$ cat config.mk
export PLATFORM = sky130hd
export DESIGN_NAME = dns_response_a_record_parser_core
export DESIGN_NICKNAME = d
export VERILOG_FILES = /design/src/hw/rtl/dnsp_pkg.sv /design/src/hw/rtl/dnsp_parser.sv /design/src/hw/rtl/dnsp_res_queue.sv /design/src/hw/rtl/dns_response_a_record_parser_core.sv
export VERILOG_INCLUDE_DIRS = /design/src /design/src/hw/rtl
export SDC_FILE = /design/constraint.sdc
export NUM_CORES = 1
export LEC_CHECK = 0
export BUFFER_PORTS_ARGS = -buffer_cell sky130_fd_sc_hd__buf_2
export CAP_MARGIN = 20
export CORE_AREA = 4 4 221 223
export CTS_CLUSTER_SIZE = 10
export DETAILED_ROUTE_END_ITERATION = 7
export DIE_AREA = 0 0 225 227
export GPL_ROUTABILITY_DRIVEN = 0
export HOLD_SLACK_MARGIN = 0.08
export PLACE_DENSITY = 0.76
export SLEW_MARGIN = 20
export SYNTH_ARGS = -nofsm -noshare
export SYNTH_HDL_FRONTEND = slang
export SYNTH_SLANG_ARGS = --single-unit
$ cat constraint.sdc
create_clock -name clock -period 14.26 [get_ports clock]
set_input_delay 0 -clock clock [delete_from_list [all_inputs] [get_ports clock]]
set_output_delay 0 -clock clock [all_outputs]
set_load 0.05 [all_outputs]
$ cat src/hw/rtl/dns_response_a_record_parser_core_macros.svh
// ----------------------------------------------------------------------------
// DNS A-record parser assertion macros
// Shared concurrent assertion forms, clocked on clock and held off in reset.
// ----------------------------------------------------------------------------
`ifndef DNS_RESPONSE_A_RECORD_PARSER_CORE_MACROS_SVH
`define DNS_RESPONSE_A_RECORD_PARSER_CORE_MACROS_SVH

// consequent checked in the same cycle as the antecedent
`define DNSP_ASSERT_NOW(label, ante, cons, msg) \
   label: assert property (@(posedge clock) disable iff (reset) (ante) |-> (cons)) \
      else $error(msg);

// consequent checked in the cycle after the antecedent
`define DNSP_ASSERT_NEXT(label, ante, cons, msg) \
   label: assert property (@(posedge clock) disable iff (reset) (ante) |=> (cons)) \
      else $error(msg);

`endif

$ cat src/hw/rtl/dnsp_pkg.sv
// ----------------------------------------------------------------------------
// DNS A-record parser package
// Shared constants, result kinds and the result and queue status structs.
// ----------------------------------------------------------------------------
package dnsp_pkg;

   localparam int unsigned MAX_MESSAGE_BYTES = 2048;
   // byte offset saturates one past the limit
   localparam int unsigned OFFSET_W          = $clog2(MAX_MESSAGE_BYTES + 2);

   localparam int unsigned Q_DEPTH   = 4;
   localparam int unsigned Q_PTR_W   = $clog2(Q_DEPTH);
   localparam int unsigned Q_COUNT_W = $clog2(Q_DEPTH + 1);

   localparam int unsigned HDR_BYTES   = 12;
   localparam int unsigned QFIX_BYTES  = 4;
   localparam int unsigned AFIX_BYTES  = 10;
   localparam logic [7:0]  PTR_MASK    = 8'hc0;
   localparam logic [15:0] TYPE_A      = 16'd1;
   localparam logic [15:0] CLASS_IN    = 16'd1;
   localparam logic [15:0] A_DATA_LEN  = 16'd4;

   localparam int unsigned RSP_TDATA_W = 88;

   typedef enum logic [1:0] {
      KIND_A_RECORD = 2'd0,
      KIND_END_OK   = 2'd1,
      KIND_END_RCODE = 2'd2,
      KIND_END_BAD  = 2'd3
   } kind_type;

   typedef struct packed {
      kind_type    kind;
      logic [31:0] ttl;
      logic [31:0] ipv4_address;
      logic [3:0]  response_code;
      logic [15:0] records_found;
      logic        last_of_run;
   } result_type;

   // results raised by one byte, in delivery order
   typedef struct packed {
      logic [1:0] count;
      result_type first;
      result_type second;
   } push_type;

   typedef struct packed {
      logic [Q_COUNT_W-1:0] count;
   } queue_status_type;

endpackage

$ cat src/hw/rtl/dnsp_parser.sv
// ----------------------------------------------------------------------------
// DNS A-record parser byte engine
// Holds the message walk state and turns one accepted byte into results.
// ----------------------------------------------------------------------------
module dnsp_parser
   import dnsp_pkg::*;
(
   input  logic       clock,
   input  logic       reset,
   input  logic       fire,
   input  logic [7:0] data_byte,
   input  logic       last_byte,
   output push_type   push
);

   typedef enum logic [9:0] {
      PH_HDR    = 10'b00_0000_0001,
      PH_QNAME  = 10'b00_0000_0010,
      PH_QPTR   = 10'b00_0000_0100,
      PH_QFIX   = 10'b00_0000_1000,
      PH_ANAME  = 10'b00_0001_0000,
      PH_APTR   = 10'b00_0010_0000,
      PH_AFIX   = 10'b00_0100_0000,
      PH_ADATA  = 10'b00_1000_0000,
      PH_DONE   = 10'b01_0000_0000,
      PH_IGNORE = 10'b10_0000_0000
   } phase_type;

   phase_type            phase_ff, phase_in;
   logic [15:0]          step_ff, step_in;
   logic [15:0]          questions_ff, questions_in;
   logic [15:0]          answers_ff, answers_in;
   logic [5:0]           label_ff, label_in;
   logic [3:0]           rcode_ff, rcode_in;
   logic [15:0]          rtype_ff, rtype_in;
   logic [15:0]          rclass_ff, rclass_in;
   logic [31:0]          ttl_ff, ttl_in;
   logic [15:0]          dlen_ff, dlen_in;
   logic [31:0]          addr_ff, addr_in;
   logic [15:0]          found_ff, found_in;
   logic [OFFSET_W-1:0]  offset_ff, offset_in;

   logic                 a_valid;
   result_type           a_res;
   logic                 end_valid;
   result_type           end_res;

   always_comb begin
      phase_in     = phase_ff;
      step_in      = step_ff;
      questions_in = questions_ff;
      answers_in   = answers_ff;
      label_in     = label_ff;
      rcode_in     = rcode_ff;
      rtype_in     = rtype_ff;
      rclass_in    = rclass_ff;
      ttl_in       = ttl_ff;
      dlen_in      = dlen_ff;
      addr_in      = addr_ff;
      found_in     = found_ff;
      offset_in    = offset_ff;
      a_valid      = 1'b0;
      end_valid    = 1'b0;
      a_res        = '0;
      end_res      = '0;

      if (fire) begin
         if (offset_ff < OFFSET_W'(MAX_MESSAGE_BYTES)) begin
            offset_in = offset_ff + OFFSET_W'(1);
            unique case (phase_ff)
               PH_HDR: begin
                  if (step_ff == 16'd3) begin
                     rcode_in = data_byte[3:0];
                  end else if (step_ff == 16'd4 || step_ff == 16'd5) begin
                     questions_in = {questions_ff[7:0], data_byte};
                  end else if (step_ff == 16'd6 || step_ff == 16'd7) begin
                     answers_in = {answers_ff[7:0], data_byte};
                  end
                  step_in = step_ff + 16'd1;
                  if (step_in >= 16'(HDR_BYTES)) begin
                     if (rcode_in != 4'd0) begin
                        phase_in = PH_IGNORE;
                     end else begin
                        step_in  = '0;
                        label_in = '0;
                        if (questions_in != 16'd0) phase_in = PH_QNAME;
                        else if (answers_in != 16'd0) phase_in = PH_ANAME;
                        else phase_in = PH_DONE;
                     end
                  end
               end
               PH_QNAME, PH_ANAME: begin
                  if (label_ff != 6'd0) begin
                     label_in = label_ff - 6'd1;
                  end else if ((data_byte & PTR_MASK) == PTR_MASK) begin
                     phase_in = (phase_ff == PH_QNAME) ? PH_QPTR : PH_APTR;
                  end else if (data_byte[5:0] == 6'd0) begin
                     // root label ends the name
                     phase_in = (phase_ff == PH_QNAME) ? PH_QFIX : PH_AFIX;
                     step_in  = '0;
                  end else begin
                     label_in = data_byte[5:0];
                  end
               end
               PH_QPTR: begin
                  phase_in = PH_QFIX;
                  step_in  = '0;
               end
               PH_APTR: begin
                  phase_in = PH_AFIX;
                  step_in  = '0;
               end
               PH_QFIX: begin
                  step_in = step_ff + 16'd1;
                  if (step_in >= 16'(QFIX_BYTES)) begin
                     questions_in = questions_ff - 16'd1;
                     step_in      = '0;
                     label_in     = '0;
                     if (questions_in != 16'd0) phase_in = PH_QNAME;
                     else if (answers_ff != 16'd0) phase_in = PH_ANAME;
                     else phase_in = PH_DONE;
                  end
               end
               PH_AFIX: begin
                  if (step_ff < 16'd2) rtype_in = {rtype_ff[7:0], data_byte};
                  else if (step_ff < 16'd4) rclass_in = {rclass_ff[7:0], data_byte};
                  else if (step_ff < 16'd8) ttl_in = {ttl_ff[23:0], data_byte};
                  else dlen_in = {dlen_ff[7:0], data_byte};
                  step_in = step_ff + 16'd1;
                  if (step_in >= 16'(AFIX_BYTES)) begin
                     step_in = '0;
                     addr_in = '0;
                     if (dlen_in == 16'd0) begin
                        answers_in = answers_ff - 16'd1;
                        label_in   = '0;
                        phase_in   = (answers_in != 16'd0) ? PH_ANAME : PH_DONE;
                     end else begin
                        phase_in = PH_ADATA;
                     end
                  end
               end
               PH_ADATA: begin
                  addr_in = {addr_ff[23:0], data_byte};
                  step_in = step_ff + 16'd1;
                  if (step_in >= dlen_ff) begin
                     if (rtype_ff == TYPE_A && rclass_ff == CLASS_IN &&
                         dlen_ff == A_DATA_LEN) begin
                        found_in                = found_ff + 16'd1;
                        a_valid                 = 1'b1;
                        a_res.kind              = KIND_A_RECORD;
                        a_res.ttl               = ttl_ff;
                        a_res.ipv4_address      = addr_in;
                        a_res.response_code     = rcode_ff;
                        a_res.records_found     = found_in;
                        a_res.last_of_run       = ~last_byte;
                     end
                     answers_in = answers_ff - 16'd1;
                     step_in    = '0;
                     label_in   = '0;
                     phase_in   = (answers_in != 16'd0) ? PH_ANAME : PH_DONE;
                  end
               end
               PH_DONE, PH_IGNORE: begin
               end
               default: begin
               end
            endcase
         end else begin
            offset_in = OFFSET_W'(MAX_MESSAGE_BYTES + 1);
         end

         if (last_byte) begin
            end_valid = 1'b1;
            priority if (phase_in == PH_HDR) end_res.kind = KIND_END_BAD;
            else if (rcode_in != 4'd0) end_res.kind = KIND_END_RCODE;
            else if (offset_in > OFFSET_W'(MAX_MESSAGE_BYTES)) end_res.kind = KIND_END_BAD;
            else if (phase_in != PH_DONE) end_res.kind = KIND_END_BAD;
            else end_res.kind = KIND_END_OK;
            end_res.response_code = (phase_in == PH_HDR) ? 4'd0 : rcode_in;
            end_res.records_found = found_in;
            end_res.last_of_run   = 1'b1;

            // back to the header for the next datagram
            phase_in     = PH_HDR;
            step_in      = '0;
            questions_in = '0;
            answers_in   = '0;
            label_in     = '0;
            rcode_in     = '0;
            rtype_in     = '0;
            rclass_in    = '0;
            ttl_in       = '0;
            dlen_in      = '0;
            addr_in      = '0;
            found_in     = '0;
            offset_in    = '0;
         end
      end
   end

   always_comb begin
      push.count  = 2'(a_valid) + 2'(end_valid);
      push.first  = a_valid ? a_res : end_res;
      push.second = end_res;
   end

   always_ff @(posedge clock) begin
      if (reset) begin
         phase_ff     <= PH_HDR;
         step_ff      <= '0;
         questions_ff <= '0;
         answers_ff   <= '0;
         label_ff     <= '0;
         rcode_ff     <= '0;
         rtype_ff     <= '0;
         rclass_ff    <= '0;
         ttl_ff       <= '0;
         dlen_ff      <= '0;
         addr_ff      <= '0;
         found_ff     <= '0;
         offset_ff    <= '0;
      end else begin
         phase_ff     <= phase_in;
         step_ff      <= step_in;
         questions_ff <= questions_in;
         answers_ff   <= answers_in;
         label_ff     <= label_in;
         rcode_ff     <= rcode_in;
         rtype_ff     <= rtype_in;
         rclass_ff    <= rclass_in;
         ttl_ff       <= ttl_in;
         dlen_ff      <= dlen_in;
         addr_ff      <= addr_in;
         found_ff     <= found_in;
         offset_ff    <= offset_in;
      end
   end

endmodule

$ cat src/hw/rtl/dnsp_res_queue.sv
// ----------------------------------------------------------------------------
// DNS A-record parser result queue
// Small result FIFO taking up to two results a cycle, one out per beat.
// ----------------------------------------------------------------------------
module dnsp_res_queue
   import dnsp_pkg::*;
(
   input  logic             clock,
   input  logic             reset,
   input  push_type         push,
   input  logic             pop_ready,
   output logic             head_valid,
   output result_type       head,
   output queue_status_type status
);

   result_type           entry_ff [Q_DEPTH];
   logic [Q_PTR_W-1:0]   wr_ff, wr_in;
   logic [Q_PTR_W-1:0]   rd_ff, rd_in;
   logic [Q_COUNT_W-1:0] count_ff, count_in;
   logic                 pop;
   logic [Q_PTR_W-1:0]   wr_next;

   assign head_valid   = (count_ff != '0);
   assign head         = entry_ff[rd_ff];
   assign status.count = count_ff;
   assign pop          = head_valid & pop_ready;
   assign wr_next      = wr_ff + Q_PTR_W'(1);

   always_comb begin
      wr_in    = wr_ff + Q_PTR_W'(push.count);
      rd_in    = rd_ff + Q_PTR_W'(pop);
      count_in = count_ff + Q_COUNT_W'(push.count) - Q_COUNT_W'(pop);
   end

   always_ff @(posedge clock) begin
      if (push.count != 2'd0) entry_ff[wr_ff] <= push.first;
      if (push.count == 2'd2) entry_ff[wr_next] <= push.second;
   end

   always_ff @(posedge clock) begin
      if (reset) begin
         wr_ff    <= '0;
         rd_ff    <= '0;
         count_ff <= '0;
      end else begin
         wr_ff    <= wr_in;
         rd_ff    <= rd_in;
         count_ff <= count_in;
      end
   end

endmodule

$ cat src/hw/rtl/dns_response_a_record_parser_core.sv
// ----------------------------------------------------------------------------
// DNS response A-record parser core
// Results are registered into the result queue and offered from its head in order.
// Throughput: one byte per cycle; a byte raising two results (A record plus
// end) adds one output beat, absorbed by the four-entry result queue.
// Input stalls only while fewer than two queue entries are free.
// Reset: synchronous, active high; returns to the header phase, queue empty.
// ----------------------------------------------------------------------------
`include "dns_response_a_record_parser_core_macros.svh"

module dns_response_a_record_parser_core
   import dnsp_pkg::*;
(
   input  logic                   clock,
   input  logic                   reset,
   input  logic                   req_tvalid,
   output logic                   req_tready,
   input  logic [7:0]             req_tdata,   // [7:0] data_byte
   input  logic                   req_tlast,   // last_byte
   output logic                   rsp_tvalid,
   input  logic                   rsp_tready,
   output logic [RSP_TDATA_W-1:0] rsp_tdata,   // [31:0] ttl, [63:32] ipv4_address,
                                               // [67:64] response_code,
                                               // [83:68] records_found, [87:84] zero
   output logic [1:0]             rsp_tuser,   // [1:0] kind
   output logic                   rsp_tlast    // last_of_run
);

   logic             req_fire;
   push_type         push;
   result_type       head;
   queue_status_type q_status;

   // room for the worst case of two results per beat
   assign req_tready = (q_status.count <= Q_COUNT_W'(Q_DEPTH - 2));
   assign req_fire   = req_tvalid & req_tready;

   dnsp_parser u_parser (
      .clock     (clock),
      .reset     (reset),
      .fire      (req_fire),
      .data_byte (req_tdata),
      .last_byte (req_tlast),
      .push      (push)
   );

   dnsp_res_queue u_queue (
      .clock      (clock),
      .reset      (reset),
      .push       (push),
      .pop_ready  (rsp_tready),
      .head_valid (rsp_tvalid),
      .head       (head),
      .status     (q_status)
   );

   assign rsp_tdata = {4'b0000, head.records_found, head.response_code,
                       head.ipv4_address, head.ttl};
   assign rsp_tuser = head.kind;
   assign rsp_tlast = head.last_of_run;

   `DNSP_ASSERT_NOW(a_queue_bound, 1'b1, q_status.count <= Q_COUNT_W'(Q_DEPTH), "result queue overflow")
   `DNSP_ASSERT_NOW(a_push_room, push.count != 2'd0, req_fire, "results raised without an accepted beat")
   `DNSP_ASSERT_NEXT(a_end_result, req_fire && req_tlast, rsp_tvalid, "final byte raised no end result")

endmodule

==> metrics.csv, run 1 <==
metric,value,unit
synth_edf_count,92,
grt_max_degree,130,
clk_pin_slew,0.06,ns
cts_tree,done,
place.port_buffers,101,
synthArstFlopShare,0,
worstPathMaxFanout,65,
final_max_slew_viol_count,0,
wl,72400,um
die_w,225,um
drt_iter0_drc,2471,
cts_buffers,66,
met2_length,33700,um
grt_pass1_vias,20700,
die_y,227,um
h-tree-depth,3,
final_cell_mix,"461 x dfxtp_1, 261 x a22o_1, 228 x nor2_1, 199 x nand2_1, 186 x a21oi_1",
coreArea,46600,um^2
grt-ovfl-total,0,
avgSynthCellArea,9.78,um^2
cts.sinks,555,
largest_reg_flops,348,
fin_crit_sh,0.588,
antenna_cells,0,
rsz0062_at_grt,false,
endpoint_kind,flop,
num_io_pins,106,
die-area,51100,um^2
top_regs,"u_queue.entry_ff: 348 flops, u_parser.ttl_ff: 32 flops, u_parser.addr_ff: 24 flops",
p_leak,10.2,nW
vdd_drop_max,0.190,mV
drtAntennaViolNets,0,
layout_commonest_cell,dfxtp_1,
pwr_density_cell,129,nW/um^2
via_count,21900,
ys_ff_latch,555,
max-cap-violations,0,
syn_area,25700,um^2
viasPerCell,6.76,
start_util,0.551,
fmax,119,MHz
worstSetupStartpointType,flop,
status,"complete, no violations",
slew_headroom,0.262,
max_flop_register,u_queue.entry_ff,
firstDrtPassIters,7,
synth_cell_types,84,
rows,79,
synthCells,2623,
final_hold_viol_count,0,
m1WireLength,30100,um
post_cts_buffers,0,
ys.flop_type,dfxtp_1,
worst_slew_pin_slew,1.11,ns
crit_required,14.39,ns
area_delta_synth_final,10.3,%
critical_path_arrival,8.51,ns
min_period,8.38,ns
final_cells,3240,
clock_path_buffers,3,
finalSetupTns,0,ns
antenna_found_initial,2,
grt_usage,0.274,
setup_viol,0,
dp_hpwl,44800,um
ctsResizeCount,0,
grt_first_pass_wirelength,114000,um
final.setup_skew,0.0289,ns
clkLatencyLatePin,0.60,ns
clock-root-buffer,clkbuf_16,
min_path_type,in -> reg,
nNetsFinal,2668,
drive_gt1_frac,0.127,
worstSetupPathType,reg -> reg,
yosysWarnings,0,
ys_seq_area_frac,0.469,
top_layer,met5,
dp_cells,3141,
avgRoutedWirePerCell,22.4,um
cts_hold_buffers,15,
dr_wl_met3,6820,um
drc,0,
==> worst max-delay path: stages, from the launching register on <==
cell      delay [ns]
dfxtp_1         0.72
nand2_1         0.19
nor2_1          0.42
nand2_1         0.22
nor2_1          0.17
xor2_1          0.20
ha_1            0.29
a21oi_1         0.26
o211ai_1        0.16
a211oi_1        0.49
nor4_1          0.18
and2_1          0.22
buf_4           0.23
nand2_1         0.73
inv_1           0.52
ha_1            0.40
inv_1           0.14
or3_1           0.60
and2_2          0.27
buf_4           0.70
inv_1           0.75
==> metal layers <==
layer | up-vias | track usage
met1 | 10700 | 0.385
li1 | 9858 | -
met5 | - | 0
met3 | 142 | 0.0471
met2 | 1191 | 0.436
met4 | 2 | 0.0917
==> logic make-up after synthesis <==
group	after synthesis	synth area share
other	1	0.000146
xor gates and xnor gates	46	0.0157
buffers and inverters	275	0.0421
adders and majority gates	38	0.0188
and+or+nand+nor	794	0.149
muxes	104	0.0832
AOI/OAI and AO/OA	810	0.222
DFF	555	0.469
==> per-stage QoR <==
step	total power (W)	hold WS (ns)	utilization	instance area (um^2)	worst slack, ns
after floorplan	0.00207	0.201	-	25700	8.44
after global placement	0.00220	0.443	0.565	26300	6.46
after detailed placement	0.00220	0.451	0.566	26300	6.15
after CTS	0.00368	0.0908	0.608	28300	6.07
after global routing	0.00378	0.152	0.608	28300	5.38
final	0.00367	0.119	0.608	28300	5.88
==> final cells by class <==
| type | count | area (um^2) |
|---|---|---|
| flip-flops and latches | 555 | 12000 |
| multi-input cells | 1796 | 12600 |
| clock inverters | 6 | 85.1 |
| fillers | 3711 | 18200 |
| inverters | 55 | 206 |
| clock buffers | 78 | 1750 |
| repair buffers | 143 | 865 |
| well taps | 607 | 759 |
==> power by group <==
group / switching (W) / leakage, nW / internal (W)
clock: 0.000626 / 0.894 / 0.000861
sequential: 0.0000456 / 4.52 / 0.00161
combinational: 0.000359 / 4.76 / 0.000161
==> Yosys cell counts, types with 57 or more instances <==
cell	n	area (um^2)
mux4_2	87	1960
a22o_1	261	2290
o21ai_0	106	531
nand2_1	199	747
nor3_1	57	285
edfxtp_1	92	2760
nor2_1	234	878
o22ai_1	65	407
dfxtp_1	463	9270
nand3_1	98	490
clkbuf_1	171	642
a21oi_1	187	936
==> final timing paths <==
check	depth (start not counted)	start	slack [ns]	end
worst max-delay path	20	u_parser.step_ff[2]	5.88	u_queue.entry_ff[1][13]
worst min-delay path	5	req_tlast	0.12	u_parser.questions_ff[8]
worst max register to register	20	u_parser.step_ff[2]	5.88	u_queue.entry_ff[1][13]
worst min register to register	2	u_parser.rtype_ff[15]	0.46	u_parser.rtype_ff[15]
Power figures use the tool's default switching activity.
==> inputs of run 2 (changes only) <==
--- a/config.mk
+++ b/config.mk
@@ -6,15 +6,16 @@
 export SDC_FILE = /design/constraint.sdc
 export NUM_CORES = 1
 export LEC_CHECK = 0
+export ABC_AREA = 1
 export BUFFER_PORTS_ARGS = -buffer_cell sky130_fd_sc_hd__buf_2
 export CAP_MARGIN = 20
-export CORE_AREA = 4 4 221 223
+export CORE_AREA = 4 4 230 232
 export CTS_CLUSTER_SIZE = 10
 export DETAILED_ROUTE_END_ITERATION = 7
-export DIE_AREA = 0 0 225 227
+export DIE_AREA = 0 0 234 236
 export GPL_ROUTABILITY_DRIVEN = 0
 export HOLD_SLACK_MARGIN = 0.08
-export PLACE_DENSITY = 0.76
+export PLACE_DENSITY = 0.79
 export SLEW_MARGIN = 20
 export SYNTH_ARGS = -nofsm -noshare
 export SYNTH_HDL_FRONTEND = slang
==> constraint.sdc (replaced) <==
create_clock -name clock -period 7.6 [get_ports clock]
set_input_delay 0 -clock clock [delete_from_list [all_inputs] [get_ports clock]]
set_output_delay 0 -clock clock [all_outputs]
set_load 0.05 [all_outputs]
==> metrics.csv, run 2 <==
metric,value,unit,change
p_seq_frac,0.367,,-0.085
viasPerCell,6.05,,-10%
wl,81400,um,+12%
synth_area_leaders,"dfxtp_1 33%, edfxtp_1 9.9%, o21ai_0 9.8%",,
min_period,6.17,ns,-2.21 ns
critical-path-max-stage-delay,0.73,ns,-0.02 ns
via_count,27300,,+25%
synth_cell_types,61,,-27%
num_io_pins,106,,unchanged
slowest_stage,buf_4,,
drc,0,,unchanged
cts.sinks,555,,unchanged
worst_slew_pin_slew,1.16,ns,+0.0547 ns
synth_top_cell_area_share,0.334,,-0.0277
firstDrtPassIters,8,,+1
internal-power,0.00539,W,+100%
grt_first_pass_wirelength,130000,um,+13%
yosys.cell_count.top_type,nand2_1,,
nNetsFinal,3863,,+45%
crit_required,7.93,ns,-6.46 ns
p_leak,11.7,nW,+14%
vdd_drop_max,0.189,mV,-0.61%
clock_path_buffers,3,,unchanged
worstSetupPathType,reg -> reg,,
synthArstFlopShare,0,,unchanged
power_frac_clock,0.324,,-0.082
yosysWarnings,0,,unchanged
synthMuxAreaShare,0.00108,,-0.0821
ys_ff_latch,555,,unchanged
rows,83,,+5.1%
final_cells,4519,,+39%
r2r_end,u_queue.entry_ff[3][13],,
setup_viol,0,,unchanged
final_cell_mix,"680 x nand2_1, 546 x o21ai_0, 461 x dfxtp_1, 428 x nand3_1, 390 x nor2_1",,
finalCoreUtilization,0.597,,-0.0116
hold_end,u_queue.entry_ff[1][26],,
largest_reg_flops,348,,unchanged
critical_path_buf_inv_count,8,,+3
synth_top_family_by_area,simple AND/OR/NAND/NOR gates,,
p_sw,0.00342,W,+230%
antenna_found_initial,1,,-1
hp-start,req_tdata[5],,
crit_family,simple AND/OR/NAND/NOR gates,,
ys_seq_area_frac,0.433,,-0.0360
cts_buffers,67,,+1.5%
dp_hpwl,50100,um,+12%
hold_depth,4,,-1
fin_crit_sh,0.811,,+0.224
die_y,236,um,+4.0%
grt_pass1_vias,25000,,+21%
area_delta_synth_final,9.46,%,
hold_slack,0.425,ns,+0.306 ns
coreArea,51000,um^2,+9.5%
fillers,4581,,+23%
synth_edf_count,92,,unchanged
ctsResizeCount,0,,unchanged
avgRoutedWirePerCell,18.0,um,-19%
final.setup_skew,0.0267,ns,-0.00222 ns
sw_frac_of_total,0.388,,+0.107
synth.cells.most_frequent,"680 x nand2_1, 546 x o21ai_0, 463 x dfxtp_1",,
die-area,55200,um^2,+8.1%
die_w,234,um,+4.0%
ys.flop_type,dfxtp_1,,
cp-startpoint,u_parser.step_ff[0],,
worstSetupStartpointType,flop,,
start_util,0.545,,-0.00614
worstPathMaxFanout,82,,+26%
cpMostUsedCell,nand2_1,,
drtAntennaViolNets,0,,unchanged
finalPower,0.00881,W,+140%
clk_pin_slew,0.06,ns,about the same
status,"complete, no violations",,
rsz0062_at_grt,false,,
endpoint_kind,flop,,
place.port_buffers,101,,unchanged
avgSynthCellArea,7.23,um^2,-26%
top_regs,"u_queue.entry_ff: 348 flops, u_parser.ttl_ff: 32 flops, u_parser.addr_ff: 24 flops",,
grt_usage,0.284,,+0.0102
layout_commonest_cell,nand2_1,,
crit-reg2reg-launch,u_parser.step_ff[0],,
fmax,162,MHz,+36%
pwr_density_cell,290,nW/um^2,+120%
grt_max_degree,97,,-25%
antenna_cells,0,,unchanged
cts_tree,done,,
min_path_type,in -> reg,,
reg2reg_slack,1.43,ns,-4.45 ns
max_flop_register,u_queue.entry_ff,,
synth_compound_area_frac,0.202,,-0.0200
finalSetupTns,0,ns,unchanged
clkLatencyLatePin,0.60,ns,about the same
synthAdderAreaFrac,0.0174,,-0.00144
pwr-share-comb,0.310,,+0.168
grt-ovfl-total,0,,unchanged
slew_headroom,0.226,,-0.0365
synth_xor_area_frac,0.00630,,-0.00940
dp_cells,4410,,+40%
final_hold_viol_count,0,,unchanged
yosys.area_share.simple,0.264,,+0.115
reg2regPathDepth,24,,+20%
max-cap-violations,0,,unchanged
drt_iter0_drc,3030,,+23%
drive_gt1_frac,0.0831,,-0.0441
synthCells,3843,,+47%
path_cells,ha_1 -> nand2_1 -> nor2_2 -> nand4_1 -> nand2_1 -> inv_1 -> ha_1 -> nand4_1 -> inv_1 -> a21o_1 -> a21oi_1 -> nand2_1 -> nand2_2 -> nor2_4 -> inv_2 -> nor2_8 -> ha_1 -> inv_1 -> nor3_1 -> buf_4 -> inv_2 -> buf_4 -> nand2_1 -> buf_4,,
clock-root-buffer,clkbuf_16,,
synth_top_cell_by_area,dfxtp_1,,
critical_path_arrival,6.50,ns,-2.01 ns
syn_area,27800,um^2,+8.3%
h-tree-depth,3,,unchanged
final_max_slew_viol_count,0,,unchanged
-- run 2: power by group through the flow --
stage	logic (W)	registers, W	clock network, W
after CTS	0.00270	0.00323	0.00288
after global placement	0.00267	0.00328	0
after floorplan	0.00209	0.00321	0
after detailed placement	0.00269	0.00329	0
final	0.00273	0.00323	0.00285
after global routing	0.00294	0.00324	0.00300
-- run 2: cell type report --
class / count / area (um^2) / share of cell area
multi-input cells: 2759 / 13700 / 0.449
repair buffers: 151 / 921 / 0.0303
inverters: 278 / 1060 / 0.0348
clock inverters: 9 / 82.6 / 0.00271
well taps: 680 / 851 / 0.0280
clock buffers: 87 / 1800 / 0.0593
flip-flops and latches: 555 / 12000 / 0.396
-- run 2: stage by stage --
stage / cell area [um^2] / setup slack (ns)
final: 30400 / 1.43
after detailed placement: 28400 / 1.60
after floorplan: 27800 / 2.37
after CTS: 30400 / 1.56
after global placement: 28400 / 1.78
after global routing: 30400 / 0.845
-- run 2: how the worst max path moves through the flow --
stage                              end  slack (ns)  cells after the start
2_1_floorplan  u_queue.entry_ff[3][85]        2.37                     25
3_3_place_gp    u_queue.entry_ff[3][7]        1.78                     24
3_5_place_dp    u_queue.entry_ff[3][7]        1.60                     24
4_1_cts        u_queue.entry_ff[3][17]        1.56                     24
5_1_grt         u_queue.entry_ff[2][6]        0.85                     21
6_report       u_queue.entry_ff[3][13]        1.43                     24
-- run 2: worst register-to-register path, stage by stage (launching register included) --
cell and delay [ns]:
dfxtp_1 0.54, ha_1 0.44, nand2_1 0.14, nor2_2 0.18, nand4_1 0.11, nand2_1 0.14, inv_1 0.08, ha_1 0.28
nand4_1 0.12, inv_1 0.05, a21o_1 0.18, a21oi_1 0.23, nand2_1 0.28, nand2_2 0.29, nor2_4 0.15, inv_2 0.23
nor2_8 0.06, ha_1 0.24, inv_1 0.13, nor3_1 0.07, buf_4 0.17, inv_2 0.04, buf_4 0.73, nand2_1 0.62
buf_4 0.39
-- run 2: timing repair --
action	CTS	global route
setup endpoints to repair	0	0
hold buffers	12	0
endpoints found under the hold margin	146	0
buffers inserted	0	0
-- run 2: logic make-up after synthesis --
group | after synthesis
simple gates | 1665
compound gates | 1029
flops | 555
buf+inv | 532
fa+ha+maj | 38
xor+xnor | 20
mux | 3
other cells | 1
-- run 2: per-layer routing --
metal / GRT usage / routed length, um
met1: 0.375 / 33300
met2: 0.469 / 37900
met3: 0.0428 / 7290
met4: 0.112 / 2860
met5: 0 / 0
